<file path="config.mk">
export PLATFORM = sky130hd
export DESIGN_NAME = deadline_timer_table_top
export DESIGN_NICKNAME = d
export VERILOG_FILES = /design/src/dtt_pkg.sv /design/src/dtt_mem.sv /design/src/deadline_timer_table_top.sv
export VERILOG_INCLUDE_DIRS = /design/src /design/src/src
export SDC_FILE = /design/constraint.sdc
export NUM_CORES = 2
export LEC_CHECK = 0
export BUFFER_PORTS_ARGS = -buffer_cell sky130_fd_sc_hd__buf_2
export CAP_MARGIN = 20
export CORE_AREA = 5 5 605 308
export DETAILED_ROUTE_END_ITERATION = 8
export DIE_AREA = 0 0 610 313
export GPL_TIMING_DRIVEN = 0
export PLACE_DENSITY = 0.74
export SLEW_MARGIN = 20
export SYNTH_ARGS = -nofsm -noshare
export SYNTH_HDL_FRONTEND = slang
export SYNTH_HIERARCHICAL = 1
export SYNTH_SLANG_ARGS = --single-unit
</file>
<file path="constraint.sdc">
create_clock -name i_clk -period 14.2 [get_ports i_clk]
set_input_delay 1.42 -clock i_clk [delete_from_list [all_inputs] [get_ports i_clk]]
set_output_delay 1.42 -clock i_clk [all_outputs]
set_load 0.01 [all_outputs]
</file>
<file path="src/deadline_timer_table_top_assert.svh">
// Assertion macros for the deadline timer table.
// Included by deadline_timer_table_top; no other dependencies.
`ifndef DEADLINE_TIMER_TABLE_TOP_ASSERT_SVH
`define DEADLINE_TIMER_TABLE_TOP_ASSERT_SVH

`ifndef SYNTHESIS
`define DTT_ASSERT_IMP(lbl, clk, rstn, ante, cons, msg) \
    lbl: assert property (@(posedge clk) disable iff (!rstn) (ante) |-> (cons)) \
        else $error(msg);
`define DTT_ASSERT_ALWAYS(lbl, clk, rstn, cond, msg) \
    lbl: assert property (@(posedge clk) disable iff (!rstn) (cond)) \
        else $error(msg);
`else
`define DTT_ASSERT_IMP(lbl, clk, rstn, ante, cons, msg)
`define DTT_ASSERT_ALWAYS(lbl, clk, rstn, cond, msg)
`endif

`endif

</file>
<file path="src/dtt_pkg.sv">
// Package for the deadline timer table: item structs, entry type, codes, state enum.
// No dependencies.
package dtt_pkg;

    localparam int TIME_W              = 48;
    localparam int ID_W                = 8;
    localparam int DELAY_W             = 32;
    localparam int DEFAULT_MAX_ENTRIES = 32;

    localparam logic FUNC_SCHED  = 1'b0;
    localparam logic FUNC_EXPIRE = 1'b1;

    localparam logic KIND_CLOSE = 1'b0;
    localparam logic KIND_FIRE  = 1'b1;

    localparam logic [1:0] STAT_OK      = 2'd0;
    localparam logic [1:0] STAT_INVALID = 2'd1;
    localparam logic [1:0] STAT_FULL    = 2'd2;

    typedef struct packed {
        logic                func;
        logic [ID_W-1:0]     task_id;
        logic [DELAY_W-1:0]  wait_ms;
        logic [TIME_W-1:0]   now_ms;
    } t_cmd;

    typedef struct packed {
        logic                kind;
        logic [1:0]          status;
        logic [ID_W-1:0]     fired_id;
        logic                next_valid;
        logic [TIME_W-1:0]   next_wait_ms;
        logic                last;
    } t_res;

    typedef struct packed {
        logic [ID_W-1:0]     id;
        logic [TIME_W-1:0]   deadline;
    } t_entry;

    typedef enum logic [2:0] {
        ST_IDLE,
        ST_SETUP,
        ST_SCAN,
        ST_FINISH,
        ST_CLOSE
    } t_state;

endpackage

</file>
<file path="src/dtt_mem.sv">
// Entry memory of the deadline timer table: one write port, one registered read port.
// Depends on dtt_pkg (t_entry).
module dtt_mem
    import dtt_pkg::*;
#(
    parameter int DEPTH  = DEFAULT_MAX_ENTRIES,
    parameter int ADDR_W = 5
) (
    input  logic              i_clk,
    input  logic              i_wr_en,
    input  logic [ADDR_W-1:0] i_wr_addr,
    input  t_entry            i_wr_data,
    input  logic              i_rd_en,
    input  logic [ADDR_W-1:0] i_rd_addr,
    output t_entry            o_rd_data
);

    t_entry r_mem [DEPTH];
    t_entry r_rd_data;

    always_ff @(posedge i_clk) begin
        if (i_wr_en) begin
            r_mem[i_wr_addr] <= i_wr_data;
        end
    end

    always_ff @(posedge i_clk) begin
        if (i_rd_en) begin
            r_rd_data <= r_mem[i_rd_addr];
        end
    end

    assign o_rd_data = r_rd_data;

endmodule

</file>
<file path="src/deadline_timer_table_top.sv">
// Deadline timer table: keeps up to MAX_ENTRIES pending timeouts (task id plus absolute
// deadline) in table order in one entry memory, read one entry per cycle except while a due
// entry waits on result stall. A schedule item appends an entry; an expire item fires due
// entries in order and compacts the rest in place. Each item ends with a closing result
// that carries the delay to the earliest deadline. One item is handled at a time: commands
// are stalled from acceptance until the item's closing result is issued, and every entry
// is scanned through the single read port of the entry memory.
module deadline_timer_table_top
    import dtt_pkg::*;
#(
    parameter int MAX_ENTRIES = DEFAULT_MAX_ENTRIES
) (
    input  logic i_clk,
    input  logic i_rst_n,
    input  logic i_cmd_valid,
    output logic o_cmd_stall,
    input  t_cmd i_cmd,
    output logic o_res_valid,
    input  logic i_res_stall,
    output t_res o_res
);

    localparam int CNT_W  = $clog2(MAX_ENTRIES + 1);
    localparam int ADDR_W = (MAX_ENTRIES > 1) ? $clog2(MAX_ENTRIES) : 1;
    localparam logic [CNT_W-1:0] CNT_MAX = CNT_W'(MAX_ENTRIES);

    t_state            r_state, n_state;
    t_cmd              r_cmd, n_cmd;
    logic [CNT_W-1:0]  r_count, n_count;
    logic [CNT_W-1:0]  r_lim, n_lim;
    logic [CNT_W-1:0]  r_rd_idx, n_rd_idx;
    logic              r_rd_vld, n_rd_vld;
    logic [CNT_W-1:0]  r_kept, n_kept;
    logic              r_any, n_any;
    logic [TIME_W-1:0] r_best, n_best;
    logic [1:0]        r_status, n_status;
    logic [TIME_W-1:0] r_nd, n_nd;
    t_res              r_out, n_out;
    logic              r_out_valid;

    logic              out_free;
    logic              load_out;
    logic              advance;
    logic              due;
    logic [TIME_W:0]   sched_sum;
    logic [TIME_W-1:0] sched_dl;

    logic              mem_wr_en;
    logic [ADDR_W-1:0] mem_wr_addr;
    t_entry            mem_wr_data;
    logic              mem_rd_en;
    logic [ADDR_W-1:0] mem_rd_addr;
    t_entry            mem_rd_data;

    dtt_mem #(
        .DEPTH  (MAX_ENTRIES),
        .ADDR_W (ADDR_W)
    ) u_mem (
        .i_clk     (i_clk),
        .i_wr_en   (mem_wr_en),
        .i_wr_addr (mem_wr_addr),
        .i_wr_data (mem_wr_data),
        .i_rd_en   (mem_rd_en),
        .i_rd_addr (mem_rd_addr),
        .o_rd_data (mem_rd_data)
    );

    assign out_free  = !r_out_valid || !i_res_stall;
    assign due       = (r_cmd.func == FUNC_EXPIRE) && (mem_rd_data.deadline <= r_cmd.now_ms);
    assign advance   = !r_rd_vld || !due || out_free;
    assign sched_sum = {1'b0, r_cmd.now_ms} + (TIME_W + 1)'(r_cmd.wait_ms);
    assign sched_dl  = sched_sum[TIME_W] ? {TIME_W{1'b1}} : sched_sum[TIME_W-1:0];

    // next state
    always_comb begin
        n_state = r_state;
        case (r_state)
            ST_IDLE: begin
                if (i_cmd_valid) begin
                    n_state = ST_SETUP;
                end
            end
            ST_SETUP: n_state = ST_SCAN;
            ST_SCAN: begin
                if (advance && (r_rd_idx == r_lim)) begin
                    n_state = ST_FINISH;
                end
            end
            ST_FINISH: n_state = ST_CLOSE;
            ST_CLOSE: begin
                if (out_free) begin
                    n_state = ST_IDLE;
                end
            end
            default: n_state = ST_IDLE;
        endcase
    end

    // datapath and memory control
    always_comb begin
        n_cmd       = r_cmd;
        n_count     = r_count;
        n_lim       = r_lim;
        n_rd_idx    = r_rd_idx;
        n_rd_vld    = r_rd_vld;
        n_kept      = r_kept;
        n_any       = r_any;
        n_best      = r_best;
        n_status    = r_status;
        n_nd        = r_nd;
        n_out       = r_out;
        load_out    = 1'b0;
        mem_wr_en   = 1'b0;
        mem_wr_addr = r_count[ADDR_W-1:0];
        mem_wr_data = '0;
        mem_rd_en   = 1'b0;
        mem_rd_addr = r_rd_idx[ADDR_W-1:0];
        case (r_state)
            ST_IDLE: begin
                if (i_cmd_valid) begin
                    n_cmd = i_cmd;
                end
            end
            ST_SETUP: begin
                n_rd_idx = '0;
                n_rd_vld = 1'b0;
                n_kept   = '0;
                n_any    = 1'b0;
                n_best   = '0;
                n_lim    = r_count;
                n_status = STAT_OK;
                if (r_cmd.func == FUNC_SCHED) begin
                    if ((r_cmd.task_id == '0) || (r_cmd.wait_ms == '0)) begin
                        n_status = STAT_INVALID;
                    end else if (r_count >= CNT_MAX) begin
                        n_status = STAT_FULL;
                    end else begin
                        mem_wr_en   = 1'b1;
                        mem_wr_addr = r_count[ADDR_W-1:0];
                        mem_wr_data = '{id: r_cmd.task_id, deadline: sched_dl};
                        n_any       = 1'b1;
                        n_best      = sched_dl;
                        n_count     = r_count + CNT_W'(1);
                    end
                end
            end
            ST_SCAN: begin
                if (advance) begin
                    if (r_rd_vld) begin
                        if (due) begin
                            load_out = 1'b1;
                            n_out    = '{kind: KIND_FIRE, status: STAT_OK,
                                         fired_id: mem_rd_data.id, next_valid: 1'b0,
                                         next_wait_ms: '0, last: 1'b0};
                        end else begin
                            if (r_cmd.func == FUNC_EXPIRE) begin
                                mem_wr_en   = 1'b1;
                                mem_wr_addr = r_kept[ADDR_W-1:0];
                                mem_wr_data = mem_rd_data;
                                n_kept      = r_kept + CNT_W'(1);
                            end
                            if (!r_any || (mem_rd_data.deadline < r_best)) begin
                                n_any  = 1'b1;
                                n_best = mem_rd_data.deadline;
                            end
                        end
                    end
                    if (r_rd_idx != r_lim) begin
                        mem_rd_en = 1'b1;
                        n_rd_idx  = r_rd_idx + CNT_W'(1);
                        n_rd_vld  = 1'b1;
                    end else begin
                        n_rd_vld  = 1'b0;
                    end
                end
            end
            ST_FINISH: begin
                if (r_cmd.func == FUNC_EXPIRE) begin
                    n_count = r_kept;
                end
                if (!r_any) begin
                    n_nd = '0;
                end else if (r_best > r_cmd.now_ms) begin
                    n_nd = r_best - r_cmd.now_ms;
                end else begin
                    n_nd = TIME_W'(1);
                end
            end
            ST_CLOSE: begin
                if (out_free) begin
                    load_out = 1'b1;
                    n_out    = '{kind: KIND_CLOSE, status: r_status, fired_id: '0,
                                 next_valid: r_any, next_wait_ms: r_nd, last: 1'b1};
                end
            end
            default: ;
        endcase
    end

    always_ff @(posedge i_clk) begin
        if (!i_rst_n) begin
            r_state     <= ST_IDLE;
            r_count     <= '0;
            r_rd_vld    <= 1'b0;
            r_out_valid <= 1'b0;
        end else begin
            r_state  <= n_state;
            r_count  <= n_count;
            r_rd_vld <= n_rd_vld;
            if (load_out) begin
                r_out_valid <= 1'b1;
            end else if (!i_res_stall) begin
                r_out_valid <= 1'b0;
            end
        end
    end

    always_ff @(posedge i_clk) begin
        r_cmd    <= n_cmd;
        r_lim    <= n_lim;
        r_rd_idx <= n_rd_idx;
        r_kept   <= n_kept;
        r_any    <= n_any;
        r_best   <= n_best;
        r_status <= n_status;
        r_nd     <= n_nd;
        r_out    <= n_out;
    end

    assign o_cmd_stall = (r_state != ST_IDLE);
    assign o_res_valid = r_out_valid;
    assign o_res       = r_out;

`include "deadline_timer_table_top_assert.svh"

    `DTT_ASSERT_ALWAYS(a_count_bound, i_clk, i_rst_n, r_count <= CNT_MAX, "entry count over limit")
    `DTT_ASSERT_IMP(a_kept_behind, i_clk, i_rst_n, r_state == ST_SCAN, r_kept <= r_rd_idx, "compaction passed the read pointer")
    `DTT_ASSERT_IMP(a_no_rw_clash, i_clk, i_rst_n, mem_wr_en && mem_rd_en, mem_wr_addr != mem_rd_addr, "read and write hit one entry")
    `DTT_ASSERT_IMP(a_fire_only_expire, i_clk, i_rst_n, load_out && (n_out.kind == KIND_FIRE), r_cmd.func == FUNC_EXPIRE, "fired item outside expire")

endmodule

</file>
==> results.cfg <==
[hold_path]
hold_class = reg -> reg
holdPathStages = 1

[power_and_ir_drop]
power.leakage_nw = 36.9
p_seq_share_pct = 40.5
p_int_mw = 12.2
vdd_drop_max_v = 0.000109
p_sw_mw = 6.89
p_per_area_mw_per_mm2 = 185
p_comb_share_pct = 33.8
power.share.switching_pct = 36.2
clkPwrFrac_pct = 25.7

[sta]
period_needed_ps = 7510
fin_skew_ps = 49.0
setup_viol = 0
setup_ws_ps = 6690
slew_violations = 0
finalCritPeriodShare_pct = 52.9
max_slew_margin_pct = 14.5
hold_viol = 0
worst_pin_slew_ps = 1280
max_clock_freq_mhz = 133
finalSetupTns_ps = 0
rsz0062_at_grt = no

[clock_tree]
postCtsSetupBuffers = 0
cts_buffer_depth = 4
hold_buffers = 0
cts_resized = 0
root_buffer = clkbuf_16
cts_buffers = 177
cts.sinks = 2126
cts_tree = built
clk_pin_slew_ps = 70
clk_latency_ps = 840
h-tree-depth = 4

[yosys]
synth_ff_type = edfxtp_1
synthArstFlopShare_pct = 0
synth_cells = 5691
synth_cell_type_count = 99
ys_ff_latch = 2126
syn_nets = 5965
syn_area_per_cell_um2 = 15.7
synth_edf_count = 2115
ys_warn_count = 6
syn_area_mm2 = 0.0896
yosysSeqAreaShare_pct = 71.2

[cells_and_area]
syn_to_final_growth_pct = 15.2
drive_gt1_share_pct = 13.7
final_cells = 8745
fin_nets = 6447
fillers = 13600
utilization_pct = 57.0

[place]
dp_hpwl_um = 204000
port_buffers = 155
place_congestion = 1.03
pre_cts_slack_ps = 7000
dpl.cell_count = 8423

[floorplanning]
initial_core_util_pct = 49.5
io-pin-count = 156
core-area_mm2 = 0.181
num_rows = 111
die_w_um = 610
die_area_mm2 = 0.191
die_h_um = 313

[routing]
num_vias = 56400
first_pass_iters = 8
vias_per_cell = 6.45
antenna_left = 0
wl_per_cell_um = 32.5
drcViolationCount = 0
drt_iter0_drc = 9591
routed_wl_um = 284000

[critical_path]
worstSetupStartpointType = flop
worstPathRequired_ps = 14720
critPathCaptureType = flop
path_max_fanout = 15
worstSetupPathType = reg -> reg
reg2regPathDepth = 16
crit_arrival_ps = 8030

[global_route]
grt_max_degree = 49
grt_pass1_vias = 51600
track_usage_pct = 28.8
antenna_found_initial = 10
grt_first_pass_wirelength_um = 389000
gr-total-overflow = 0

[status]
outcome = finished, final reports clean

[flow_run]
max_cap_viol_count = 0
cells in the mapped netlist (11+ instances only):
master / n / area (µm²)
o22ai_1: 29 / 181
a21o_1: 61 / 458
xor2_1: 35 / 307
nor2_1: 178 / 668
nor3_1: 95 / 475
a22o_1: 131 / 1150
ha_1: 179 / 2240
nand2_1: 287 / 1080
a211oi_1: 11 / 82.6
a31oi_1: 71 / 444
inv_1: 125 / 469
a21oi_1: 299 / 1500
o21a_1: 16 / 120
nor2b_1: 19 / 119
xnor2_1: 43 / 377
mux2i_1: 897 / 8980
nor4_1: 18 / 113
buf_2: 53 / 265
nand3_1: 202 / 1010
a22oi_1: 170 / 1280
or2_2: 11 / 68.8
o21ai_1: 17 / 85.1
buf_4: 52 / 390
buf_6: 39 / 439
dfxtp_1: 11 / 220
nand4_1: 37 / 231
o21ai_0: 99 / 495
and3_1: 12 / 75.1
clkbuf_1: 120 / 450
edfxtp_1: 2115 / 63500
and2_1: 63 / 394
o21bai_1: 27 / 203
registers in the layout, summed over array words and instances, names as in the netlist, 6 cells and up:
name,cells
o_res,61
r_rd_idx,6
u_mem/r_mem,1792
r_kept,6
r_nd,48
r_count,6
u_mem/o_rd_data,56
r_best,48
r_lim,6
r_cmd,89
path summary, 6_finish.rpt:
check / start / end / slack (ps)
worst max-delay path: r_cmd[39]$_DFFE_PP_ / u_mem/r_mem[8][11]$_DFFE_PP_ / 6690
worst min-delay path: r_nd[44]$_SDFFCE_PN0P_ / o_res[45]$_SDFFCE_PN0P_ / 510
worst max register to register: r_cmd[39]$_DFFE_PP_ / u_mem/r_mem[8][11]$_DFFE_PP_ / 6690
worst min register to register: r_nd[44]$_SDFFCE_PN0P_ / o_res[45]$_SDFFCE_PN0P_ / 510
routing by layer:
layer / up-vias / global-route usage [%] / wire length (µm)
li1: 23200 / - / -
met1: 28400 / 45.8 / 120000
met2: 4346 / 34.1 / 102000
met3: 426 / 14.4 / 54000
met4: 6 / 6.61 / 7320
met5: - / 0.475 / 155
final cells by class:
class	instances	area (µm²)	share of cell area, %
diodes	11	27.5	0.0267
plain buffers	282	1750	1.69
clock buffers	208	4610	4.47
clock inverters	103	943	0.914
inverters	126	475	0.461
multi-input cells	3157	24500	23.8
flip-flops and latches	2126	63700	61.8
well taps	2429	3040	2.95
repair buffers	303	4080	3.95
kinds of logic after synthesis:
group           Yosys count  share of synthesized area [%]
flops                  2126                           71.2
xor+xnor                 78                          0.763
compound gates         1026                           7.83
simple gates            968                           5.12
mux                     904                           10.1
buf+inv                 408                           2.45
fa+ha+maj               181                           2.55
cells in the final DEF, fill, tap and decap left out, drive strengths merged, types with 15 or more instances in the layout:
| cell | count |
|---|---|
| edfxtp | 2115 |
| mux2i | 897 |
| buf | 465 |
| clkbuf | 328 |
| a21oi | 303 |
| nand2 | 288 |
| nand3 | 203 |
| nor2 | 181 |
| ha | 179 |
| a22oi | 170 |
| inv | 133 |
| a22o | 131 |
| o21ai | 117 |
| nor3 | 95 |
| clkinv | 74 |
| a31oi | 72 |
| and2 | 64 |
| a21o | 63 |
| xnor2 | 43 |
| nand4 | 37 |
| xor2 | 35 |
| o22ai | 29 |
| o21bai | 27 |
| nor2b | 19 |
| nor4 | 19 |
| bufinv | 17 |
| o21a | 16 |
| a211oi | 15 |
metrics by stage:
stage	power (mW)	hold slack, ps	cell area [µm²]
after detailed placement	13.9	501	97600
final	19.0	514	103000
after global placement	13.6	511	93400
after floorplan	11.4	470	89600
after global routing	19.6	543	103000
after CTS	18.8	518	103000
power groups by stage:
stage	Combinational (mW)	Clock (mW)	Sequential [mW]
finish	6.43	4.90	7.71
global route	6.65	5.19	7.72
CTS	6.15	4.92	7.69
detailed placement	6.10	0	7.83
global placement	5.75	0	7.90
floorplan	3.65	0	7.73
critical path, cell delays in order, from the launching register on:
cell and delay [ps]:
edfxtp_1 450, inv_1 140, ha_1 350, nand4_1 510
or3_1 560, nor4_2 720, o31ai_2 400, a31oi_1 770
and4_1 300, buf_2 170, buf_6 210, mux2_4 340
or3b_2 480, clkbuf_1 440, nor2_4 840, buf_12 270
buf_16 200
Note: power is estimated with default switching activity, not from simulation.
